`config.mk`:
```
export PLATFORM = sky130hd
export DESIGN_NAME = wksd_ctrl
export DESIGN_NICKNAME = d
export VERILOG_FILES = /design/src/rtl/wksd_pkg.sv /design/src/rtl/wksd_ctrl.sv
export SDC_FILE = /design/constraint.sdc
export NUM_CORES = 1
export LEC_CHECK = 0
export BUFFER_PORTS_ARGS = -buffer_cell sky130_fd_sc_hd__buf_4
export CAP_MARGIN = 40
export CORE_MARGIN = 8
export CORE_UTILIZATION = 55
export DETAILED_ROUTE_END_ITERATION = 8
export GPL_TIMING_DRIVEN = 1
export PLACE_DENSITY = 0.74
export SETUP_SLACK_MARGIN = 0.15
export SKIP_CTS_REPAIR_TIMING = 1
export SLEW_MARGIN = 20
export SYNTH_ARGS = -nofsm -noshare
export SYNTH_HDL_FRONTEND = slang
export SYNTH_SLANG_ARGS = --single-unit
```
`constraint.sdc`:
```
create_clock -name clock -period 5.25 [get_ports clock]
set_clock_uncertainty 0.2 [all_clocks]
set_input_delay 0.7875 -clock clock [delete_from_list [all_inputs] [get_ports clock]]
set_output_delay 0.7875 -clock clock [all_outputs]
set_load 0.05 [all_outputs]
```
`src/rtl/wksd_pkg.sv`:
```
package wksd_pkg;

   // sample store geometry
   localparam int SAMPLE_AW   = 10;
   localparam int MAX_SAMPLES = 1 << SAMPLE_AW;
   localparam int CNT_W       = SAMPLE_AW + 1;

   // field widths
   localparam int VAL_W = 32;
   localparam int WGT_W = 32;
   localparam int ENT_W = VAL_W + WGT_W;

   // running sums hold up to MAX_SAMPLES full-scale weights
   localparam int SUM_W = WGT_W + SAMPLE_AW;

   localparam logic [WGT_W-1:0] ONE_Q31 = WGT_W'(64'h8000_0000);

   // configuration register indexes
   localparam int CSR_IDX_W = 1;
   localparam logic [CSR_IDX_W-1:0] CSR_REF_COUNT  = CSR_IDX_W'(0);
   localparam logic [CSR_IDX_W-1:0] CSR_TEST_COUNT = CSR_IDX_W'(1);

   // controller to datapath
   typedef struct packed {
      logic                 wr_en;
      logic                 wr_test;
      logic [SAMPLE_AW-1:0] wr_addr;
      logic [SAMPLE_AW-1:0] rd_ref_addr;
      logic [SAMPLE_AW-1:0] rd_test_addr;
      logic                 lead_is_ref;
      logic                 init;
      logic                 take_other;
      logic                 take_lead;
      logic                 upd_best;
   } dp_cmd_type;

   // datapath to controller
   typedef struct packed {
      logic ref_first_lt;
      logic other_lt_lead;
   } dp_stat_type;

   // clamp a configured count into 1..MAX_SAMPLES
   function automatic logic [CNT_W-1:0] eff_count(input logic [CNT_W-1:0] c);
      logic [CNT_W-1:0] r;
      begin
         if (c == '0) begin
            r = CNT_W'(1);
         end else if (c > CNT_W'(MAX_SAMPLES)) begin
            r = CNT_W'(MAX_SAMPLES);
         end else begin
            r = c;
         end
         return r;
      end
   endfunction

endpackage

```
`src/rtl/wksd_ctrl.sv`:
```
module wksd_ctrl (
   input  logic                              clock,
   input  logic                              reset,
   input  logic                              start,
   input  logic                              set_select,
   output logic                              busy,
   output logic                              rsp_valid,
   input  logic                              csr_valid,
   output logic                              csr_ready,
   input  logic [wksd_pkg::CSR_IDX_W-1:0]    csr_index,
   input  logic [wksd_pkg::CNT_W-1:0]        csr_data,
   output wksd_pkg::dp_cmd_type              cmd,
   input  wksd_pkg::dp_stat_type             stat
);
   import wksd_pkg::*;

   typedef enum logic [2:0] {
      ST_IDLE,
      ST_FIRST_RD,
      ST_FIRST_CMP,
      ST_ISSUE,
      ST_EVAL,
      ST_FINISH
   } state_type;

   state_type        state_ff, state_in;
   logic [CNT_W-1:0] ref_count_ff, ref_count_in;
   logic [CNT_W-1:0] test_count_ff, test_count_in;
   logic [CNT_W-1:0] ref_fill_ff, ref_fill_in;
   logic [CNT_W-1:0] test_fill_ff, test_fill_in;
   logic [CNT_W-1:0] i_ff, i_in;
   logic [CNT_W-1:0] j_ff, j_in;
   logic [CNT_W-1:0] nlead_ff, nlead_in;
   logic [CNT_W-1:0] nother_ff, nother_in;
   logic             lead_is_ref_ff, lead_is_ref_in;

   logic [CNT_W-1:0] nref, ntest, ref_fill_nx, test_fill_nx;
   logic             accept, ref_take, test_take, round_done;

   assign csr_ready = 1'b1;
   assign busy      = (state_ff != ST_IDLE);
   assign rsp_valid = (state_ff == ST_FINISH);

   // load bookkeeping
   always_comb begin
      nref         = eff_count(ref_count_ff);
      ntest        = eff_count(test_count_ff);
      accept       = start && !busy;
      ref_take     = accept && !set_select && (ref_fill_ff < nref);
      test_take    = accept && set_select && (test_fill_ff < ntest);
      ref_fill_nx  = ref_fill_ff + CNT_W'(ref_take);
      test_fill_nx = test_fill_ff + CNT_W'(test_take);
      round_done   = accept && (ref_fill_nx >= nref) && (test_fill_nx >= ntest);
   end

   // next state and datapath commands
   always_comb begin
      state_in       = state_ff;
      ref_count_in   = ref_count_ff;
      test_count_in  = test_count_ff;
      ref_fill_in    = ref_fill_nx;
      test_fill_in   = test_fill_nx;
      i_in           = i_ff;
      j_in           = j_ff;
      nlead_in       = nlead_ff;
      nother_in      = nother_ff;
      lead_is_ref_in = lead_is_ref_ff;

      cmd.wr_en        = ref_take || test_take;
      cmd.wr_test      = set_select;
      cmd.wr_addr      = set_select ? test_fill_ff[SAMPLE_AW-1:0]
                                    : ref_fill_ff[SAMPLE_AW-1:0];
      cmd.rd_ref_addr  = lead_is_ref_ff ? i_ff[SAMPLE_AW-1:0] : j_ff[SAMPLE_AW-1:0];
      cmd.rd_test_addr = lead_is_ref_ff ? j_ff[SAMPLE_AW-1:0] : i_ff[SAMPLE_AW-1:0];
      cmd.lead_is_ref  = lead_is_ref_ff;
      cmd.init         = 1'b0;
      cmd.take_other   = 1'b0;
      cmd.take_lead    = 1'b0;
      cmd.upd_best     = 1'b0;

      // register writes
      if (csr_valid && csr_ready) begin
         unique case (csr_index)
            CSR_REF_COUNT:  ref_count_in  = csr_data;
            CSR_TEST_COUNT: test_count_in = csr_data;
            default: ;
         endcase
      end

      unique case (state_ff)
         ST_IDLE: begin
            if (round_done) begin
               ref_fill_in  = '0;
               test_fill_in = '0;
               state_in     = ST_FIRST_RD;
            end
         end
         ST_FIRST_RD: begin
            // fetch the first entry of both sets
            cmd.rd_ref_addr  = '0;
            cmd.rd_test_addr = '0;
            state_in         = ST_FIRST_CMP;
         end
         ST_FIRST_CMP: begin
            // pick the lead: compared set wins a tie
            cmd.init       = 1'b1;
            lead_is_ref_in = stat.ref_first_lt;
            nlead_in       = stat.ref_first_lt ? nref : ntest;
            nother_in      = stat.ref_first_lt ? ntest : nref;
            i_in           = CNT_W'(1);
            j_in           = '0;
            state_in       = ST_ISSUE;
         end
         ST_ISSUE: begin
            // fold the last step into the maximum, then fetch the next pair
            cmd.upd_best = 1'b1;
            state_in     = (i_ff >= nlead_ff) ? ST_FINISH : ST_EVAL;
         end
         ST_EVAL: begin
            // advance the other set only on a strictly smaller value
            if ((j_ff < nother_ff) && stat.other_lt_lead) begin
               cmd.take_other = 1'b1;
               j_in           = j_ff + CNT_W'(1);
            end else begin
               cmd.take_lead = 1'b1;
               i_in          = i_ff + CNT_W'(1);
            end
            state_in = ST_ISSUE;
         end
         ST_FINISH: begin
            state_in = ST_IDLE;
         end
         default: begin
            state_in = ST_IDLE;
         end
      endcase
   end

   always_ff @(posedge clock) begin
      if (reset) begin
         state_ff       <= ST_IDLE;
         ref_count_ff   <= CNT_W'(MAX_SAMPLES);
         test_count_ff  <= CNT_W'(MAX_SAMPLES);
         ref_fill_ff    <= '0;
         test_fill_ff   <= '0;
         i_ff           <= '0;
         j_ff           <= '0;
         nlead_ff       <= CNT_W'(1);
         nother_ff      <= CNT_W'(1);
         lead_is_ref_ff <= 1'b0;
      end else begin
         state_ff       <= state_in;
         ref_count_ff   <= ref_count_in;
         test_count_ff  <= test_count_in;
         ref_fill_ff    <= ref_fill_in;
         test_fill_ff   <= test_fill_in;
         i_ff           <= i_in;
         j_ff           <= j_in;
         nlead_ff       <= nlead_in;
         nother_ff      <= nother_in;
         lead_is_ref_ff <= lead_is_ref_in;
      end
   end

   a_rsp_then_idle: assert property (@(posedge clock) disable iff (reset)
      rsp_valid |=> !busy)
      else $error("result strobe not followed by idle");

   a_lead_in_range: assert property (@(posedge clock) disable iff (reset)
      (state_ff == ST_EVAL) |-> (i_ff < nlead_ff))
      else $error("lead index past its count during walk");

   a_other_in_range: assert property (@(posedge clock) disable iff (reset)
      ((state_ff == ST_ISSUE) || (state_ff == ST_EVAL)) |-> (j_ff <= nother_ff))
      else $error("other index past its count during walk");

   a_round_clears: assert property (@(posedge clock) disable iff (reset)
      round_done |=> (busy && (ref_fill_ff == '0) && (test_fill_ff == '0)))
      else $error("completed round did not clear fills and start walk");

   a_fill_bound: assert property (@(posedge clock) disable iff (reset)
      (ref_fill_ff <= CNT_W'(MAX_SAMPLES)) && (test_fill_ff <= CNT_W'(MAX_SAMPLES)))
      else $error("fill count beyond store depth");

endmodule

```
Word-level counts from Yosys, hierarchy flattened
Cells that the tools add are included.
{ "totals": {"reg_bits": 92, "latchBits": 0, "mem_bits_rw": 0, "rom_bits": 0, "inputBits": 19, "output_inout_bits": 40, "elab_cells": 78, "n_memories": 0} }
{ "classes": {"add_sub_neg": 4, "multipliers": 0, "n_div": 0, "magnitude_cmp": 8, "n_eq_ne": 8, "shift": 0, "n_mux": 26, "n_bitwise": 1, "n_reduce_logical": 21} }
{ "op_table": {"columns": ["operator", "count"], "rows": [
  ["11-bit 2-to-1 mux", 12],
  ["11-bit case mux with 2 select lines", 2],
  ["11-bit greater-or-equal comparator", 3],
  ["11-bit < comparator", 3],
  ["10-bit 2-to-1 mux", 3],
  ["11-bit by 1-bit adder with 11-bit output", 2],
  ["11-bit by 1-bit adder with 11-bit output, second input constant", 2],
  ["11-bit greater-than comparator, second input constant", 2],
  ["11-bit zero test", 2],
  ["20-bit 2-to-1 mux", 1],
  ["3-bit case mux with 4 select lines", 1],
  ["1-bit logical AND", 8],
  ["2-bit AND reduction", 4],
  ["3-bit by 2-bit equality test with 1-bit output, second input constant", 2],
  ["3-bit equality test, second input constant", 2],
  ["2-bit inequality test, second input constant", 3],
  ["1-bit 2-to-1 mux", 5],
  ["3-bit by 1-bit equality test with 1-bit output, second input constant", 1],
  ["3-bit zero test", 1],
  ["3-bit 2-to-1 mux", 1],
  ["3-bit nonzero test", 1],
  ["1-bit zero test", 2],
  ["2-bit 2-to-1 mux", 1],
  ["2-bit nonzero test", 1],
  ["other kinds (3)", 3]
]} }

Depth between registers and ports, before layout
{ "depth": {"word_depth": 11, "mapped_depth": 24, "mapped_depth_nobuf": 23} }

Worst setup path after synthesis
No wires, ideal clock.
{ "synth_timing": {"path_type": "reg-to-reg", "from": "register test_count_ff[6]", "to": "register ref_fill_ff[10]", "setup_ns": 0.128, "arrival_time_ns": 4.186, "required_time_ns": 4.922, "setup_slack_ns": 0.736, "path_stages_with_launch": 22, "path_buffers": 1, "period_less_slack_ns": 4.514, "cell_sequence": "dfxtp_1 -> nor4_1 -> nand3_1 -> o21ai_0 -> nand2_1 -> ha_1 -> and2_0 -> a221o_1 -> nand2_1 -> o2111a_1 -> ha_1 -> ha_1 -> nand2_1 -> xnor2_1 -> ha_1 -> nand2_1 -> o21ai_0 -> a21oi_1 -> o311ai_0 -> a31o_2 -> clkbuf_1 -> nor2b_1"} }
{ "synth_between": {"elab_chain_cells": 10, "elab_cells_between_ends": 11} }
{ "synth_rtl": {"columns": ["item", "line", "text"], "rows": [
  ["start: declaration", "wksd_ctrl.sv:28", "logic [CNT_W-1:0] test_count_ff, test_count_in;"],
  ["start signal: assignment", "wksd_ctrl.sv:143", "test_count_ff <= CNT_W'(MAX_SAMPLES);"],
  ["start signal: assignment", "wksd_ctrl.sv:154", "test_count_ff <= test_count_in;"],
  ["11-bit greater-than comparator", "wksd_pkg.sv:49", "end else if (c > CNT_W'(MAX_SAMPLES)) begin"],
  ["11-bit 2-to-1 mux", "wksd_pkg.sv:49", null],
  ["11-bit 2-to-1 mux *", "wksd_pkg.sv:47", "if (c == '0) begin"],
  ["11-bit < comparator", "wksd_ctrl.sv:50", "test_take = accept && set_select && (test_fill_ff < ntest);"],
  ["1-bit logical AND", "wksd_ctrl.sv:50", null],
  ["11-bit by 1-bit adder with 11-bit output", "wksd_ctrl.sv:52", "test_fill_nx = test_fill_ff + CNT_W'(test_take);"],
  ["11-bit greater-or-equal comparator *", "wksd_ctrl.sv:53", "round_done = accept && (ref_fill_nx >= nref) && (test_fill_nx >= ntest);"],
  ["1-bit logical AND *", "wksd_ctrl.sv:53", null],
  ["11-bit 2-to-1 mux *", "wksd_ctrl.sv:92", "if (round_done) begin"],
  ["11-bit 2-to-1 mux *", "wksd_ctrl.sv:90", "unique case (state_ff)"],
  ["end signal: assignment", "wksd_ctrl.sv:155", "ref_fill_ff <= ref_fill_in;"],
  ["end: declaration", "wksd_ctrl.sv:29", "logic [CNT_W-1:0] ref_fill_ff, ref_fill_in;"]
]} }
Mark *: on every way between the ends. The rest lies on a longest branch, timed or not.
A chain may end at the register's enable or synchronous reset.

Final worst setup path
{ "layout_timing": {"from": "register ref_count_ff[6]", "to": "register test_fill_ff[0]"} }
{ "layout_between": {"elab_chain_cells": 11, "elab_cells_between_ends": 12} }
{ "layout_rtl": {"columns": ["item", "line", "text"], "rows": [
  ["start: declaration", "wksd_ctrl.sv:27", "logic [CNT_W-1:0] ref_count_ff, ref_count_in;"],
  ["start signal: assignment", "wksd_ctrl.sv:142", "ref_count_ff <= CNT_W'(MAX_SAMPLES);"],
  ["start signal: assignment", "wksd_ctrl.sv:153", "ref_count_ff <= ref_count_in;"],
  ["11-bit greater-than comparator", "wksd_pkg.sv:49", null],
  ["11-bit 2-to-1 mux", "wksd_pkg.sv:49", null],
  ["11-bit 2-to-1 mux *", "wksd_pkg.sv:47", null],
  ["11-bit < comparator", "wksd_ctrl.sv:49", "ref_take = accept && !set_select && (ref_fill_ff < nref);"],
  ["1-bit logical AND", "wksd_ctrl.sv:49", null],
  ["11-bit by 1-bit adder with 11-bit output", "wksd_ctrl.sv:51", "ref_fill_nx = ref_fill_ff + CNT_W'(ref_take);"],
  ["11-bit greater-or-equal comparator *", "wksd_ctrl.sv:53", null],
  ["1-bit logical AND * (2 in a row)", "wksd_ctrl.sv:53", null],
  ["11-bit 2-to-1 mux *", "wksd_ctrl.sv:92", null],
  ["11-bit 2-to-1 mux *", "wksd_ctrl.sv:90", null],
  ["end signal: assignment", "wksd_ctrl.sv:156", "test_fill_ff <= test_fill_in;"],
  ["end: declaration", "wksd_ctrl.sv:30", "logic [CNT_W-1:0] test_fill_ff, test_fill_in;"]
]} }
Marks and branches as above.

==> results.cfg <==
[worst_setup_path]
slowest_stage = dfxtp_1
worst-setup-path-type = flip-flop to flip-flop
cp.arrival_ps = 4870
critPathBufInv = 2
critPathMaxFanout = 22
slowest_delay_ps = 380
cp_common_cell = nand3_1
startpoint_type = flip-flop
cp-end-kind = flip-flop
path_cells = nor4_2 > nand3_1 > o21ai_2 > nand2_1 > ha_1 > a21oi_1 > o21ai_0 > nand2_1 > nand3_1 > nor2_2 > ha_1 > ha_1 > nand3_1 > inv_1 > nand3_1 > nor3_2 > xor2_1 > ha_1 > a211oi_1 > nand3_1 > a31o_2 > buf_12 > nor2_1
worstPathRequired_ps = 5360
cpLargestDelayFamily = simple AND/OR/NAND/NOR gates

[global_routing]
grt_pass1_vias = 5300
grt_usage = 0.220
gr-total-overflow = 0
grt_max_degree = 51
grt_first_pass_wirelength_um = 25900
antenna_found_initial = 0

[die]
start_util = 0.559
fp-row-count = 38
dieArea_um2 = 14600
die_w_um = 121
core_um2 = 10800
die_h_um = 121
io_pins = 59

[cts]
clockBufferDepth = 2
numCtsBuffers = 9
cts_root_buf = clkbuf_8
cts.sinks = 92
worst_skew_pair.late_latency_ps = 390
cts_tree = yes
htree_num_levels = 3
cts.clk_slew.worst_paths_ps = 90

[route]
final_antenna_net_count = 0
wl_um = 15900
wl_per_cell_um = 17.0
routed_via_density = 5.92
drc = 0
vias = 5526
first_pass_iters = 5
drt_iter0_drc = 347

[yosys]
synth_top_cell_by_area = dfxtp_1
yosys.cell_types.count = 64
yosysTopAreaCellShare = 0.305
syn_area_um2 = 6030
ys_seq_area_frac = 0.305
synth.area.top_cells = dfxtp_1 (31%), ha_1 (14%), nand2_1 (6.2%), nor2_1 (4.8%), mux2i_1 (4.3%)
synth_edf_count = 0
synthArstFlopShare = 0
ys_warn_count = 0
ys.flop_type = dfxtp_1
synth_nets = 837
syn_avg_cell_area_um2 = 8.06
ys_ff_latch = 92
synth_cells = 749

[final_layout]
final_cell_mix = nand2_1 (99), dfxtp_1 (92), nor2_1 (76)
areaGrowthSynthToFinish_pct = 12.2
drive_above_1_share = 0.146
final_common_cell = nand2_1
n_fill_cell = 979
fin_cells = 933
antenna_cells = 0
final_nets = 876
utilization = 0.627

[timing]
finalSetupTns_ps = 0
worst_slack_ps = 487
fmax_mhz = 210
hold_violations = 0
slew_violations = 0
period_share = 0.907
worstMarginPinSlew_ps = 739
slew-limit-headroom = 0.506
min_period_ps = 4760
final-setup-viol-count = 0
rsz0062_at_grt = false

[power]
leakagePower_nw = 2.82
ir_drop_uv = 139
powerDensity_nw_per_um2 = 201

[placement]
place_hpwl_um = 12500
io_buffers = 57
place_inst = 917
place_ws_ps = 168
place.gp.congestion = 0.844

[min_path]
hold_class = flip-flop to flip-flop

[job]
cap_viol_max_count = 0

[outcome]
status = finished, final reports clean
-- path summary, 6_finish.rpt --
kind | start | endpoint | slack, ps | cells past startpoint
min | ref_count_ff[2] | ref_count_ff[2] | 300 | 2
max reg2reg | ref_count_ff[6] | test_fill_ff[0] | 490 | 23
min reg2reg | ref_count_ff[2] | ref_count_ff[2] | 300 | 2
max | ref_count_ff[6] | test_fill_ff[0] | 490 | 23
-- routing by layer --
metal	vias to the layer above	share of wire	routed length, um	track usage
li1	2711	-	-	-
met1	2629	0.45	7110	0.279
met2	158	0.48	7540	0.363
met3	28	0.054	860	0.0387
met4	0	0.022	345	0.0874
met5	-	0	0	0
-- report_power, final --
part | switching [mW] | total, mW | internal [mW] | leakage [nW]
combinational | 0.105 | 0.168 | 0.0629 | 1.98
clock | 0.270 | 0.469 | 0.199 | 0.0993
sequential | 0.0163 | 0.727 | 0.710 | 0.744
-- flip-flops by register name, indices dropped and copies added (netlist names), 3 cells and up --
register and count:
i_ff 11, j_ff 11, nlead_ff 11, nother_ff 11, ref_count_ff 11, ref_fill_ff 11, state_ff 3, test_count_ff 11
test_fill_ff 11
-- synth_stat cells, drive strengths merged (8+ instances only) --
cell	n
nor2	77
nand3	28
nor2b	27
mux2i	26
buf	15
nand4	12
a21oi	44
a211oi	13
mux2	9
nor3	14
inv	40
o211ai	11
clkbuf	22
ha	69
dfxtp	92
xor2	11
a22oi	8
o21ai	37
xnor2	12
nand2	100
-- cells by family after synthesis --
logic type      after synthesis  share of synthesized area
xor+xnor                     23                     0.0334
compound gates              151                      0.163
fa+ha+maj                    69                      0.143
other cells                   1                   0.000621
flops                        92                      0.305
buf+inv                      77                     0.0549
mux                          35                     0.0599
simple gates                301                      0.239
-- cell type report --
cell class,count,area (um^2),area share
multi-input combinational,580,3920,0.578
sequential,92,1840,0.272
tap,140,175,0.0259
clock inverter,5,36.3,0.00536
clock buffer,11,151,0.0224
timing repair buffer,65,500,0.0739
inverter,40,150,0.0222
-- worst min-delay path, delay by kind of cell (launching register included) --
| kind | cells | cell delay, ps |
|---|---|---|
| AO/OA/AOI/OAI | 1 | 50 |
| AND/OR/NAND/NOR | 1 | 60 |
| flip-flops | 1 | 340 |
-- per-stage QoR --
step / hold slack, ps / cell area [um^2] / total power, mW
5_1_grt: 320 / 6770 / 1.41
4_1_cts: 280 / 6730 / 1.36
6_report: 296 / 6770 / 1.36
3_5_place_dp: 267 / 6540 / 0.904
3_3_place_gp: 265 / 6530 / 0.899
2_1_floorplan: 246 / 6030 / 0.851
Note: power is estimated with default switching activity, not from simulation.
